==> config.mk <==
export PLATFORM = sky130hd
export DESIGN_NAME = ffpa_ram
export DESIGN_NICKNAME = d
export VERILOG_FILES = /design/src/rtl/ffpa_ram.sv
export SDC_FILE = /design/constraint.sdc
export NUM_CORES = 2
export LEC_CHECK = 0
export BUFFER_PORTS_ARGS = -buffer_cell sky130_fd_sc_hd__buf_2
export CAP_MARGIN = 20
export CORE_UTILIZATION = 30
export CTS_CLUSTER_SIZE = 30
export DETAILED_ROUTE_END_ITERATION = 8
export GPL_TIMING_DRIVEN = 0
export PLACE_DENSITY = 0.5
export SETUP_SLACK_MARGIN = 0.3
export SLEW_MARGIN = 30
export SYNTH_ARGS = -nofsm -noshare
export SYNTH_HDL_FRONTEND = slang
export SYNTH_SLANG_ARGS = --single-unit
==> constraint.sdc <==
create_clock -name clock -period 8.45 [get_ports clock]
set_input_delay 0.4225 -clock clock [delete_from_list [all_inputs] [get_ports clock]]
set_output_delay 0.4225 -clock clock [all_outputs]
set_load 0.005 [all_outputs]
==> src/rtl/ffpa_ram.sv <==
// Generic single-clock RAM with one write port and one registered read port.
`default_nettype none
module ffpa_ram #(
   parameter int WIDTH = 64,
   parameter int DEPTH = 64
) (
   input  wire logic                                  clock,
   input  wire logic                                  wr_en,
   input  wire logic [(DEPTH > 1 ? $clog2(DEPTH) : 1)-1:0] wr_addr,
   input  wire logic [WIDTH-1:0]                      wr_data,
   input  wire logic                                  rd_en,
   input  wire logic [(DEPTH > 1 ? $clog2(DEPTH) : 1)-1:0] rd_addr,
   output logic      [WIDTH-1:0]                      rd_data
);

   logic [WIDTH-1:0] mem_ff [DEPTH];

   // Write port.
   always_ff @(posedge clock) begin
      if (wr_en) begin
         mem_ff[wr_addr] <= wr_data;
      end
   end

   // Registered read port.
   always_ff @(posedge clock) begin
      if (rd_en) begin
         rd_data <= mem_ff[rd_addr];
      end
   end

endmodule
`default_nettype wire

==> summary.md <==
| Metric | Value |
|---|---|
| Mux contribution to synthesized area | `roughly 16%` |
| Total setup buffers inserted after CTS | `0` |
| First drt pass iteration count | `8` |
| Inst Count DP | `14.0k` |
| Register area | `125000 µm²` |
| Commonest non-fill, non-tap cells in the layout | `edfxtp_1, mux4_2, clkbuf_16` |
| Int Pwr | `34.0 mW` |
| Fin. Hold Viols | `0` |
| Number of global-route vias before repair | `between 70k and 80k` |
| Post-Synth Adder-Cell Area | `0%` |
| Fillers | `approximately 47k` |
| Syn. warnings | `0` |
| Num Clock Sinks | `4160` |
| Core area | `521000 µm²` |
| Post-Synth XOR/XNOR Area | `0%` |
| Switching share of power | `21.8%` |
| Power Total | `43.6 mW` |
| Post-layout util | `36.4%` |
| Crit path DAT | `approximately 4.7 ns` |
| Sequential cell fraction of total power | `approximately 53%` |
| Largest net degree at the start of global routing | `65` |
| Die Span X | `725 µm` |
| Fmax | `247 MHz` |
| Post-synth top flop | `edfxtp_1` |
| Reg2Reg Setup Slack | `5.64 ns` |
| Syn Inst Count | `6598` |
| WP data required | `just over 9 ns` |
| First DRT Iteration DRCs | `approximately 8.7k` |
| DP Worst Slack | `3.36 ns` |
| Root Driver | `clkbuf_16` |
| Yosys cell types | `32` |
| Combinational share of power | `under 10%` |
| First-pass GRT wire length | `637 mm` |
| Crit end category | `flop` |
| Post-Syn Nets | `between 6k and 7k` |
| Clock power share | `41.9%` |
| RSZ-0062 raised after global routing | `no` |
| Worst vdd ir | `0.176 mV` |
| Antenna viol nets, final | `0` |
| Final net count | `roughly 7.6k` |
| H-Tree Depth | `5` |
| I/O pin count | `143` |
| Slew Limit Fails | `0` |
| Synthesized area | `157000 µm²` |
| Relative slew margins | `a little over a quarter` |
| Clock latency on the worst-skew pair | `1.02 ns` |
| Post-synthesis compound-gate area fraction | `2.47%` |
| Setup Skew | `0.0542 ns` |
| Worst-margin pin slew | `1.09 ns` |
| Final setup fails | `0` |
| EDFF count, synth | `4160` |
| Layout cells sized above 1 | `a little under a third` |
| Total GRT Usage | `between 10% and 20%` |
| Status | `finished, final reports clean` |
| Pwr/cell area | `230 nW/µm²` |
| MaxCap Viol Count | `0` |
| Initial core utilization | `30.1%` |
| Initial antenna violation count | `62` |
| Asr flop ratio synth | `0%` |
| Final WL | `463 mm` |
| Main combinational cell family by area after synthesis | `multiplexers` |
| Placement Rows | `265` |
| Fin Hold WS | `~0.073 ns` |
| Period utilization | `between 40% and 50%` |
| CP max FO | `10` |
| DRC violations left | `0` |
| Worst setup margin | `4.41 ns` |
| Vias/cell | `between 5 and 6` |
| Seq/Total Area, Yosys | `around four fifths` |
| Worst-path clk slew | `roughly 0.06 ns` |
| Total CTS buffers | `414` |
| Clock tree buffer depth | `4` |
| Mean Syn Cell Area | `approximately 24 µm²` |
| HP Class | `primary input to flop` |
| Area delta synth->final | `20.7%` |
| Seq cells post-synth | `4160` |
| Commonest non-fill, non-tap cell in the layout | `edfxtp_1` |
| Lkg Pwr | `58.6 nW` |
| I/O Buffers | `134` |
| Total gr overflow | `0` |
| CP Launch Type | `primary input` |
| TritonCTS clock tree | `built` |
| Fin cells | `~15k` |
| Final GP Congestion | `0.789` |
| DR vias | `75.7k` |
| HPWL Detailed | `323 mm` |
| Area of the multi-input gates | `about 31000 µm²` |
| P_sw | `9.52 mW` |
| Simple-gate share of the synthesized area | `roughly 1.2%` |
| Critical path type | `primary input to flop` |
| Min Clock Period, post-route | `4.04 ns` |
| Die Ht | `725 µm` |
| WL/cell | `31.1 µm` |
| Die ar. | `526000 µm²` |
-- power by group through the flow --
stage | Sequential [mW] | Combinational [mW] | Clock (mW)
finish | 22.9 | 2.35 | 18.3
global route | 22.9 | 2.47 | 19.3
CTS | 22.9 | 2.39 | 18.6
detailed placement | 23.4 | 2.35 | 0
global placement | 23.4 | 2.22 | 0
floorplan | 23.4 | 1.06 | 0
-- logic make-up after synthesis --
group / count (synthesis)
compound gates: 504
buf+inv: 389
flops: 4160
mux: 1159
simple gates: 386
-- path summary, 6_finish.rpt --
| path | from | end | cells past startpoint |
|---|---|---|---|
| max | rd_addr[2] | rd_data[17] | 9 |
| min | wr_data[29] | mem_ff[56][29] | 1 |
| max reg2reg | mem_ff[63][17] | rd_data[17] | 5 |
| min reg2reg | mem_ff[60][30] | rd_data[30] | 4 |
-- per-layer routing --
layer  up-vias  track usage [%]  share of wire (%)
met3       604             2.80                6.6
met1     41800             22.9                 41
li1      30600                -                  -
met4        18             5.40                3.2
met5         -                0              0.025
met2      2750             29.0                 49
-- Yosys cell counts (3+ instances only) --
| master | number | area share (%) |
|---|---|---|
| a2bb2oi_1 | 19 | 0.11 |
| or2_2 | 28 | 0.11 |
| mux2i_1 | 135 | 0.86 |
| nand2_1 | 58 | 0.14 |
| o221ai_1 | 38 | 0.21 |
| nor2_1 | 112 | 0.27 |
| a41oi_1 | 26 | 0.15 |
| a31oi_1 | 18 | 0.072 |
| mux4_2 | 1024 | 15 |
| buf_2 | 170 | 0.54 |
| edfxtp_1 | 4160 | 80 |
| nor2b_1 | 28 | 0.11 |
| nand3_1 | 45 | 0.14 |
| o22ai_1 | 83 | 0.33 |
| inv_1 | 19 | 0.045 |
| buf_6 | 6 | 0.043 |
| and3_1 | 64 | 0.26 |
| or3_1 | 29 | 0.12 |
| a211oi_1 | 63 | 0.30 |
| clkbuf_1 | 140 | 0.33 |
| buf_4 | 34 | 0.16 |
| a22o_1 | 88 | 0.49 |
| a22oi_1 | 168 | 0.80 |
| buf_1 | 20 | 0.048 |
| nand2b_1 | 11 | 0.044 |
| and2_1 | 3 | 0.012 |
-- per-stage QoR --
| step | setup TNS [ns] | area, µm² |
|---|---|---|
| after detailed placement | 0 | 176000 |
| after CTS | 0 | 189000 |
| after floorplan | 0 | 157000 |
| after global placement | -785.19 | 166000 |
| final | 0 | 190000 |
| after global routing | 0 | 190000 |
-- flip-flops by register name, indices dropped and copies added, names as in the netlist --
register,flops
mem_ff,4096
rd_data,64
-- area by class of cell --
cell class              count  share of cell area, %
diodes                     32                 0.0422
multi-input cells        2049                   16.3
inverters                  19                 0.0376
clock inverters           240                   1.29
repair buffers            531                   5.13
plain buffers             370                  0.952
clock buffers             520                   5.72
well taps                6942                   4.58
flip-flops and latches   4160                   65.9
-- repair_timing --
| action | CTS | global route |
|---|---|---|
| gates resized for setup | 0 | 0 |
| endpoints found under the setup margin | 0 | 0 |
| endpoints found under the hold margin | 2105 | 37 |
| hold buffers | 57 | 5 |
-- critical path, stage by stage --
cell	delay, ns
buf_2	0.34
buf_4	0.33
buf_2	0.52
buf_2	0.84
buf_4	0.40
mux2i_1	0.11
o22ai_1	0.64
a31oi_1	0.37
a211oi_1	0.68
No activity file was read; power rests on OpenSTA's default activity.
